--- src/design/mcpwc_pkg.sv ---
`default_nettype none

package mcpwc_pkg;

    localparam int FLAG_W  = 8;
    localparam int TIME_W  = 16;
    localparam int CH_W    = 3;
    localparam int PW_W    = 16;
    localparam int MAX_CH  = 8;
    localparam int IN_TDATA_W  = 24;
    localparam int OUT_TDATA_W = 24;
    localparam int CFG_IDX_W   = 1;
    localparam int CFG_DATA_W  = 16;

    localparam logic [CFG_IDX_W-1:0] CFG_ENABLE    = 1'd0;
    localparam logic [CFG_IDX_W-1:0] CFG_TIMER_TOP = 1'd1;

    localparam logic [FLAG_W-1:0] ENABLE_RST    = 8'hFF;
    localparam logic [TIME_W-1:0] TIMER_TOP_RST = 16'd4001;

    typedef struct packed {
        logic            fall;
        logic [PW_W-1:0] width;
    } t_lane_res;

endpackage

`default_nettype wire

--- src/design/mcpwc_lane.sv ---
`default_nettype none

module mcpwc_lane
    import mcpwc_pkg::*;
#(
    parameter int TW = 16
) (
    input  wire logic          i_clk,
    input  wire logic          i_rst_n,
    input  wire logic          i_hit,
    input  wire logic [TW-1:0] i_now,
    input  wire logic [TW-1:0] i_top,
    output t_lane_res          o_res
);

    logic          r_await;
    logic          n_await;
    logic [TW-1:0] r_rise;
    logic [TW-1:0] n_rise;
    logic [TW-1:0] w_width;

    // a pulse that spans the timer wrap is corrected with the top count
    always_comb begin
        if (r_rise > i_now) begin
            w_width = i_top - r_rise + i_now;
        end else begin
            w_width = i_now - r_rise;
        end
    end

    always_comb begin
        n_await = r_await;
        n_rise  = r_rise;
        if (i_hit) begin
            n_await = ~r_await;
            if (!r_await) begin
                n_rise = i_now;
            end
        end
    end

    always_ff @(posedge i_clk) begin
        if (!i_rst_n) begin
            r_await <= 1'b0;
            r_rise  <= '0;
        end else begin
            r_await <= n_await;
            r_rise  <= n_rise;
        end
    end

    assign o_res.fall  = i_hit & r_await;
    assign o_res.width = PW_W'(w_width);

endmodule

`default_nettype wire

--- src/design/mcpwc_merge.sv ---
`default_nettype none

module mcpwc_merge
    import mcpwc_pkg::*;
#(
    parameter int NL = 8
) (
    input  wire logic                   i_clk,
    input  wire logic                   i_rst_n,
    input  wire logic                   i_load,
    input  t_lane_res                   i_res [NL],
    output logic                        o_ready,
    output logic                        o_tvalid,
    input  wire logic                   i_tready,
    output logic [OUT_TDATA_W-1:0]      o_tdata,
    output logic                        o_tlast
);

    logic [NL-1:0]   r_pend;
    logic [NL-1:0]   n_pend;
    logic [PW_W-1:0] r_width [NL];
    logic            r_out_valid;
    logic [CH_W-1:0] r_out_ch;
    logic [PW_W-1:0] r_out_width;
    logic            r_out_last;
    logic            w_out_free;
    logic            w_move;
    logic [NL-1:0]   w_pick;
    logic [NL-1:0]   w_fall;
    logic [CH_W-1:0] w_sel_ch;
    logic [PW_W-1:0] w_sel_width;

    assign w_out_free = !r_out_valid || i_tready;
    assign w_move     = w_out_free && (r_pend != '0);
    // lowest pending channel goes first
    assign w_pick     = r_pend & (~r_pend + NL'(1));
    // take a new request only once the current set is leaving
    assign o_ready    = (r_pend == '0) || ($onehot(r_pend) && w_out_free);

    always_comb begin
        w_sel_ch    = '0;
        w_sel_width = '0;
        for (int i = 0; i < NL; i++) begin
            w_fall[i] = i_res[i].fall;
            if (w_pick[i]) begin
                w_sel_ch    = CH_W'(i);
                w_sel_width = r_width[i];
            end
        end
    end

    always_comb begin
        n_pend = r_pend;
        if (w_move) begin
            n_pend = r_pend & ~w_pick;
        end
        if (i_load) begin
            n_pend = w_fall;
        end
    end

    always_ff @(posedge i_clk) begin
        if (!i_rst_n) begin
            r_pend      <= '0;
            r_out_valid <= 1'b0;
        end else begin
            r_pend <= n_pend;
            if (w_out_free) begin
                r_out_valid <= w_move;
            end
        end
    end

    always_ff @(posedge i_clk) begin
        if (i_load) begin
            for (int i = 0; i < NL; i++) begin
                r_width[i] <= i_res[i].width;
            end
        end
        if (w_move) begin
            r_out_ch    <= w_sel_ch;
            r_out_width <= w_sel_width;
            r_out_last  <= ((r_pend & ~w_pick) == '0);
        end
    end

    assign o_tvalid = r_out_valid;
    assign o_tlast  = r_out_last;
    assign o_tdata  = {(OUT_TDATA_W - PW_W - CH_W)'(0), r_out_width, r_out_ch};

    a_load_drained: assert property (@(posedge i_clk) disable iff (!i_rst_n)
        i_load |-> (r_pend == '0) || ($onehot(r_pend) && w_move))
        else $error("request loaded over undelivered results");

    a_last_matches: assert property (@(posedge i_clk) disable iff (!i_rst_n)
        (w_move && !i_load) |=> (r_out_last == (r_pend == '0)))
        else $error("last flag disagrees with pending set");

    a_pick_single: assert property (@(posedge i_clk) disable iff (!i_rst_n)
        w_move |-> $onehot(w_pick))
        else $error("merge picked other than one channel");

endmodule

`default_nettype wire

--- src/design/multi_channel_pulse_width_capture_top.sv ---
// Pulse-width capture for up to eight RC receiver pins.
// Input stream: each request carries the pin edge flags and the timer count
// captured at the event. Channels with their enable bit set alternate between
// storing a rise time and reporting a high-time width on the next edge.
// Output stream: one result per falling edge, in ascending channel order,
// with tlast on the final result of a request.
// Config channel: index 0 writes channel_enable, index 1 writes timer_top;
// always ready, write only while the stream is idle.
// An accepted request's results wait in the pending register, then move one
// by one to the output register; the next request is taken in the cycle the
// last result of the previous one moves to the output register, so requests
// with at most one result flow at one per cycle while the receiver does not
// stall. The one-result-per-cycle merge stage sets this rate.
// Reset: all channels await a rising edge, stored rise times are zero,
// channel_enable is 0xFF and timer_top is 4001.
// A stalled receiver holds the output register, the merge stage fills behind
// it, and s_axis_tready drops until the pending results drain.
`default_nettype none

module multi_channel_pulse_width_capture_top
    import mcpwc_pkg::*;
#(
    parameter int NUM_CHANNELS = 8,
    parameter int TIMER_BITS   = 16
) (
    input  wire logic                   i_clk,
    input  wire logic                   i_rst_n,
    input  wire logic                   s_axis_tvalid,
    output logic                        s_axis_tready,
    // [7:0] edge_flags, [23:8] timer_value
    input  wire logic [IN_TDATA_W-1:0]  s_axis_tdata,
    output logic                        m_axis_tvalid,
    input  wire logic                   m_axis_tready,
    // [2:0] channel, [18:3] pulse_width, [23:19] zero
    output logic [OUT_TDATA_W-1:0]      m_axis_tdata,
    output logic                        m_axis_tlast,
    input  wire logic                   i_cfg_valid,
    output logic                        o_cfg_ready,
    input  wire logic [CFG_IDX_W-1:0]   i_cfg_index,
    input  wire logic [CFG_DATA_W-1:0]  i_cfg_data
);

    localparam int NL = (NUM_CHANNELS < MAX_CH) ? NUM_CHANNELS : MAX_CH;

    logic [FLAG_W-1:0]     r_enable;
    logic [TIME_W-1:0]     r_top;
    logic                  w_accept;
    logic [FLAG_W-1:0]     w_flags;
    logic [TIMER_BITS-1:0] w_now;
    logic [TIMER_BITS-1:0] w_top;
    t_lane_res             w_res [NL];

    assign o_cfg_ready = 1'b1;

    always_ff @(posedge i_clk) begin
        if (!i_rst_n) begin
            r_enable <= ENABLE_RST;
            r_top    <= TIMER_TOP_RST;
        end else if (i_cfg_valid) begin
            case (i_cfg_index)
                CFG_ENABLE:    r_enable <= i_cfg_data[FLAG_W-1:0];
                CFG_TIMER_TOP: r_top    <= i_cfg_data;
                default: begin
                end
            endcase
        end
    end

    assign w_accept = s_axis_tvalid && s_axis_tready;
    assign w_flags  = s_axis_tdata[FLAG_W-1:0] & r_enable;
    assign w_now    = TIMER_BITS'(s_axis_tdata[FLAG_W +: TIME_W]);
    assign w_top    = TIMER_BITS'(r_top);

    for (genvar g = 0; g < NL; g++) begin : g_lane
        mcpwc_lane #(
            .TW(TIMER_BITS)
        ) u_lane (
            .i_clk  (i_clk),
            .i_rst_n(i_rst_n),
            .i_hit  (w_accept && w_flags[g]),
            .i_now  (w_now),
            .i_top  (w_top),
            .o_res  (w_res[g])
        );
    end

    mcpwc_merge #(
        .NL(NL)
    ) u_merge (
        .i_clk   (i_clk),
        .i_rst_n (i_rst_n),
        .i_load  (w_accept),
        .i_res   (w_res),
        .o_ready (s_axis_tready),
        .o_tvalid(m_axis_tvalid),
        .i_tready(m_axis_tready),
        .o_tdata (m_axis_tdata),
        .o_tlast (m_axis_tlast)
    );

endmodule

`default_nettype wire

--- config.mk ---
export PLATFORM = sky130hd
export DESIGN_NAME = multi_channel_pulse_width_capture_top
export DESIGN_NICKNAME = d
export VERILOG_FILES = /design/src/design/mcpwc_pkg.sv /design/src/design/mcpwc_lane.sv /design/src/design/mcpwc_merge.sv /design/src/design/multi_channel_pulse_width_capture_top.sv
export SDC_FILE = /design/constraint.sdc
export NUM_CORES = 1
export LEC_CHECK = 0
export BUFFER_PORTS_ARGS = -buffer_cell sky130_fd_sc_hd__buf_4
export CAP_MARGIN = 20
export CORE_ASPECT_RATIO = 1.2
export CORE_MARGIN = 2
export CORE_UTILIZATION = 65
export DETAILED_ROUTE_END_ITERATION = 12
export PLACE_DENSITY_LB_ADDON = 0.1
export SYNTH_ARGS = -nofsm -noshare
export SYNTH_HDL_FRONTEND = slang
export SYNTH_SLANG_ARGS = --single-unit
--- constraint.sdc ---
create_clock -name i_clk -period 9.2 [get_ports i_clk]
set_input_delay 1.38 -clock i_clk [delete_from_list [all_inputs] [get_ports i_clk]]
set_output_delay 1.38 -clock i_clk [all_outputs]
set_load 0.02 [all_outputs]
# --- After elaboration in Yosys (flattened, before gate mapping) ---
# Memory sizes are Yosys's and may differ from the RTL's.
# Cells that the tools add are included.
classes:
  order_cmp: 8
  eq_ne: 1
  n_addsub: 32
  mux: 26
  reduce_logical: 30
  n_bitwise: 22
ops:
  columns: ["operator", "n"]
  rows:
  - ["$mux W16", 16]
  - ["$sub A16 B16 Y16", 16]
  - ["$add A16 B16 Y16", 8]
  - ["$gt A16 B16 Y1", 8]
  - ["$and A8 B8 Y8", 3]
  - ["$reduce_and A2 Y1", 10]
  - ["$logic_not A8 Y1", 2]
  - ["$mux W8", 2]
  - ["$not A8 Y8", 2]
  - ["$add A4 B4 Y4", 3]
  - ["$logic_and A1 B1 Y1", 11]
  - ["$not A1 Y1", 9]
  - ["$add A1 B1 Y2", 4]
  - ["$add A8 B1 Y8 const B", 1]
  - ["$and A1 B1 Y1", 8]
  - ["$mux W2", 4]
  - ["$reduce_bool A8 Y1", 1]
  - ["$eq A4 B1 Y1 const B", 1]
  - ["$mux W1", 4]
  - ["$reduce_or A4 Y1", 1]
  - ["$logic_or A1 B1 Y1", 2]
  - ["$reduce_bool A2 Y1", 1]
  - ["$reduce_or A2 Y1", 1]
  - ["$logic_not A1 Y1", 1]
totals:
  word_cells: 145
  ramBits: 128
  n_memories: 1
  out_inout_bits: 28
  reg_bits: 189
mem_list:
  columns: ["memory", "depth", "width", "rd", "rd_ports_with_merged_regs", "write_ports", "line_no", "source"]
  rows:
  - ["u_merge.r_width", 8, 16, 8, 0, 8, "mcpwc_merge.sv:21", "logic [PW_W-1:0] r_width [NL];"]

# --- Logic depth before layout (Yosys ltp) ---
logic_depth:
  word_depth: 11
  depth_mapped: 18
  depth_no_buf: 15

# --- By module ---
# A second synthesis with hierarchy kept.
hier_totals:
  hier_cells: 3665
  area_unflattened_um2: 30081.4
by_module_without_submodules:
  columns: ["mod", "cells_per_inst", "seq_area_each_um2", "area_each_um2", "instances"]
  rows:
  - ["mcpwc_lane (g_lane[4].u_lane ...)", 393, 340.3, 2832.7, 3]
  - ["mcpwc_merge", 430, 4624.4, 6379.9, 1]
  - ["mcpwc_lane (g_lane[2].u_lane ...)", 400, 340.3, 2870.3, 2]
  - ["mcpwc_lane (g_lane[0].u_lane ...)", 379, 340.3, 2792.7, 2]
  - ["mcpwc_lane (g_lane[7].u_lane)", 376, 340.3, 2772.7, 1]
  - ["multi_channel_pulse_width_capture_top", 122, 480.5, 1104.8, 1]

# --- Worst setup path before layout ---
# No wires, ideal clock.
synth_path:
  path_kind: "flip-flop to flip-flop"
  from: "reg u_merge.r_pend[2]"
  to: "reg u_merge.r_pend[1]"
  arrival_time_ns: 5.578
  stages_incl_launch_ff: 17
  setup_ns: 0.115
  synth_period_minus_slack_ns: 5.693
  required_ns: 9.085
  setup_slack_ns: 3.507
  path_cell_list: "dfxtp_1 clkbuf_1 inv_2 ha_1 inv_1 fa_1 fa_1 inv_1 ha_1 fa_1 or4b_1 o21ai_1 nand2_1 buf_2 inv_2 o21ai_0 and2_1"
synth_between:
  elab_chain_len: 10
  elab_cells_between_ends: 14
  classes_between: "3 x add/sub; 1 x eq/ne; 1 x mux; 1 x bitwise; 8 x reduce/logical"
synth_rtl:
  columns: ["item", "line_no", "source"]
  rows:
  - ["start: declaration", "mcpwc_merge.sv:19", "logic [NL-1:0] r_pend;"]
  - ["start signal: assignment", "mcpwc_merge.sv:67", "r_pend <= n_pend;"]
  - ["$add A1 B1 Y2 (not written as such)", "mcpwc_merge.sv:38", "assign o_ready = (r_pend == '0) || ($onehot(r_pend) && w_out_free);"]
  - ["$add A4 B4 Y4 (not written as such) (2 in a row)", "mcpwc_merge.sv:38", null]
  - ["$eq A4 B1 Y1", "mcpwc_merge.sv:38", null]
  - ["$logic_and A1 B1 Y1", "mcpwc_merge.sv:38", null]
  - ["$logic_or A1 B1 Y1 *", "mcpwc_merge.sv:38", null]
  - ["net s_axis_tready", "multi_channel_pulse_width_capture_top.sv:29", "output logic s_axis_tready,"]
  - ["$logic_and A1 B1 Y1 *", "multi_channel_pulse_width_capture_top.sv:69", "assign w_accept = s_axis_tvalid && s_axis_tready;"]
  - ["$logic_and A1 B1 Y1", "multi_channel_pulse_width_capture_top.sv:80", ".i_hit (w_accept && w_flags[g]),"]
  - ["$and A1 B1 Y1", "mcpwc_lane.sv:52", "assign o_res.fall = i_hit & r_await;"]
  - ["$mux W8", "mcpwc_merge.sv:57", "if (i_load) begin"]
# Mark *: on every way through the listed nets, which the timed path passes. The rest lies on a longest branch.
# A chain may end at the register's enable or synchronous reset.

# --- Worst setup path after layout ---
layout_path:
  from: "reg u_merge.r_pend[2]"
  to: "reg u_merge.r_pend[3]"
layout_between:
  elab_chain_len: 10
  elab_cells_between_ends: 20
  classes_between: "4 x add/sub; 1 x eq/ne; 2 x mux; 5 x bitwise; 8 x reduce/logical"
layout_rtl:
  columns: ["item", "line_no"]
  rows:
  - ["$add A1 B1 Y2 (not written as such)", "mcpwc_merge.sv:38"]
  - ["$add A4 B4 Y4 (not written as such) (2 in a row)", "mcpwc_merge.sv:38"]
  - ["$eq A4 B1 Y1", "mcpwc_merge.sv:38"]
  - ["$logic_and A1 B1 Y1", "mcpwc_merge.sv:38"]
  - ["$logic_or A1 B1 Y1", "mcpwc_merge.sv:38"]
  - ["$logic_and A1 B1 Y1", "multi_channel_pulse_width_capture_top.sv:69"]
  - ["$logic_and A1 B1 Y1", "multi_channel_pulse_width_capture_top.sv:80"]
  - ["$and A1 B1 Y1", "mcpwc_lane.sv:52"]
  - ["$mux W8", "mcpwc_merge.sv:57"]
# Parallel ways exist; a longest one is shown, timed or not. The select of a mux whose other input is x is not followed.

==> qor.yml <==
outcome: "finished, final reports clean"
fp.coreArea_um2: 42000
hp-class: "flip-flop to flip-flop"
routed_wl_um: 81300
rr_startpoint: "u_merge.r_pend[2]"
cts-root-buf: "clkbuf_16"
setup_viol: 0
dpl.hpwl_um: 61800
rr_worst_depth: 16
crit_arrival_ns: 6.31
rows: 82
grt_start_max_net_pins: 94
cts_sinks: 317
synth_ff_type: "dfxtp_1"
synth_edf_count: 148
wl_per_cell_um: 20.9
slew_headroom_pct: 28.5
post-route-util_pct: 71.5
n_antenna_cell: 0
fillers: 3324
die_w_um: 193
first_global_vias: 24100
pwr_density_cell_nw_per_um2: 184
ys_seq_area_share_pct: 28.2
grt_pass1_wl_um: 126000
crit_path_start_kind: "flip-flop"
fin_crit_ns: 5.81
cts_buffer_depth: 3
criticalPathCategory: "flip-flop to flip-flop"
portBuffers: 67
leakagePower_nw: 12.7
ys_ff_latch: 317
syn_area_um2: 27700
holdPathStages: 2
first_pass_iters: 6
final_antenna_net_count: 0
slew_viol_final: 0
cp-end-kind: "flip-flop"
floorplan.io_pins: 74
die_h_um: 230
syn_avg_cell_area_um2: 8.44
drv_cap: 0
cpPeakStageDelay_ns: 0.82
skew_ns: 0.0205
min_period_over_period_pct: 63.1
cts_max_level: 2
die_area_um2: 44300
clk_pin_slew_ns: 0.06
nets: 3754
track_usage_pct: 37.1
tns_ns: 0
tightest_slew_ns: 1.07
r2r-end: "u_merge.r_pend[3]"
start_util_pct: 66.1
cp_slowest_cell: "buf_4"
area_delta_synth_final_pct: 8.23
antenna_found_initial: 0
hp-start: "g_lane[7].u_lane.r_rise[15]"
reg2reg_slack_ns: 3.39
postCtsSetupRepairBufs: 0
cts_tree: "done"
gp_congestion: 0.944
grt-ovfl-total: 0
vdd_drop_max_uv: 150
cts_buffers: 39
yosysUniqueCellTypes: 75
ys_warn_count: 0
crit_top_cell: "fa_1"
holdWs_ns: 0.461
drive_gt1_share_pct: 6.26
ctsHoldBuffers: 0
clk_latency_ns: 0.57
synth_cells: 3285
max_freq_mhz: 172
finalHoldViolCount: 0
routed_via_density: 6.09
crit_fanout: 81
synthArstFlopShare_pct: 0
crit_required_ns: 9.70
dr_total_vias: 23700
drc: 0
cp_cell_sequence: "inv_2 -> ha_1 -> inv_1 -> fa_1 -> fa_1 -> inv_1 -> ha_1 -> fa_1 -> or4b_1 -> o21ai_1 -> nand2_1 -> buf_4 -> inv_6 -> buf_4 -> nand4_1 -> a21boi_1"
rsz0062_at_grt: "no"
drt-initial-drc-count: 1676
holdPathEnd: "g_lane[7].u_lane.r_rise[15]"
cts_resized: 0
## cells by family after synthesis
group	Yosys count	share of synthesized area [%]
AOI/OAI and AO/OA	830	19.6
adders and majority gates	399	21.6
muxes	33	1.25
xor gates and xnor gates	194	6.13
and+or+nand+nor	945	15.3
buffers and inverters	565	7.89
DFF	317	28.2
other	2	0.0271
## synthesized netlist by cell type, types with 17 or more instances
master    number  area share, %
dfxtp_1      169             12
a211oi_1      19           0.51
o21ai_0       81            1.5
buf_2         30           0.54
mux2i_1       24           0.87
and3_1        18           0.41
a21o_1        54            1.5
a21boi_1     148            4.0
o21a_1        32           0.87
a31oi_1       21           0.47
ha_1         267             12
nand3_1       57            1.0
xnor2_1      108            3.4
nor3_1        51           0.92
o21ai_1       70            1.3
nand2b_1      64            1.4
a21oi_1      233            4.2
nand2_1      486            6.6
nor2_1       147            2.0
edfxtp_1     148             16
fa_1         132            9.5
nor2b_1       25           0.56
inv_1        447            6.1
clkbuf_1      76            1.0
o211ai_1      44            1.2
o31ai_1       17           0.46
or3_1         37           0.83
xor2_1        86            2.7
## worst max-delay path: cells and delay by family (launching register included)
kind / cells / cell delay, ns
buffers and inverters: 6 / 1.89
DFF: 1 / 0.80
adders and majority gates: 5 / 1.87
and+or+nand+nor: 3 / 0.72
AOI/OAI and AO/OA: 2 / 0.33
## worst max-delay path by stage
stage / from / endpoint / slack [ns] / depth (start not counted)
finish: u_merge.r_pend[2] / u_merge.r_pend[3] / 3.39 / 16
global route: u_merge.r_pend[2] / u_merge.r_pend[3] / 3.10 / 16
CTS: u_merge.r_pend[2] / u_merge.r_pend[3] / 3.48 / 16
detailed placement: u_merge.r_pend[2] / u_merge.r_pend[3] / 3.49 / 16
global placement: u_merge.r_pend[2] / u_merge.r_width[1][13] / 3.58 / 14
floorplan: u_merge.r_pend[2] / u_merge.r_pend[1] / 3.51 / 16
## state kept, by name, summed over array words and instances (netlist names)
name,count
g_lane.u_lane.r_rise,128
u_merge.o_tvalid,1
u_merge.r_pend,8
r_top,16
u_merge.r_width,128
r_enable,8
g_lane.u_lane.r_await,8
u_merge.r_out_width,16
u_merge.o_tlast,1
u_merge.r_out_ch,3
## cells in the final DEF, fill, tap and decap left out, drive strengths merged, types with 18 or more instances in the layout
cell type	count
mux2i	24
nor3	60
buf	95
nand3	57
a211oi	19
o21a	33
edfxtp	148
nand2b	64
xnor2	108
nor2b	25
a21o	55
or3	37
a31oi	21
dfxtp	169
ha	267
xor2	86
o31ai	20
nand2	486
clkbuf	49
a21oi	235
and3	18
nor2	148
inv	450
o21ai	155
o211ai	44
fa	132
a21boi	162
## layer usage
layer	vias up	wire, um	GRT usage (%)
met3	273	5160	4.88
met5	-	0	0
li1	11200	-	-
met2	868	40900	65.8
met4	0	5260	22.6
met1	11300	30000	41.9
## per-stage QoR
stage	instance area, um2	worst slack (ns)	cells	power, mW
6_report	30000	3.39	3884	5.52
5_1_grt	30000	3.10	3884	5.82
4_1_cts	30000	3.48	3884	5.49
3_3_place_gp	28700	3.58	3814	3.78
3_5_place_dp	28700	3.49	3814	3.86
2_1_floorplan	27700	3.51	3289	3.35
## where the power goes
part	total [mW]	switching (mW)	internal [mW]
Clock	1.65	0.643	1.00
Sequential	1.81	0.0859	1.72
Combinational	2.07	1.24	0.830
## cell type report
cell class | instances | area [um2] | area share (%)
clock inverters | 21 | 236 | 0.788
well taps | 546 | 683 | 2.28
clock buffers | 49 | 1120 | 3.73
flip-flops and latches | 317 | 7830 | 26.1
inverters | 449 | 1690 | 5.63
multi-input cells | 2407 | 17700 | 59.1
repair buffers | 95 | 713 | 2.38
Power figures use the tool's default switching activity.
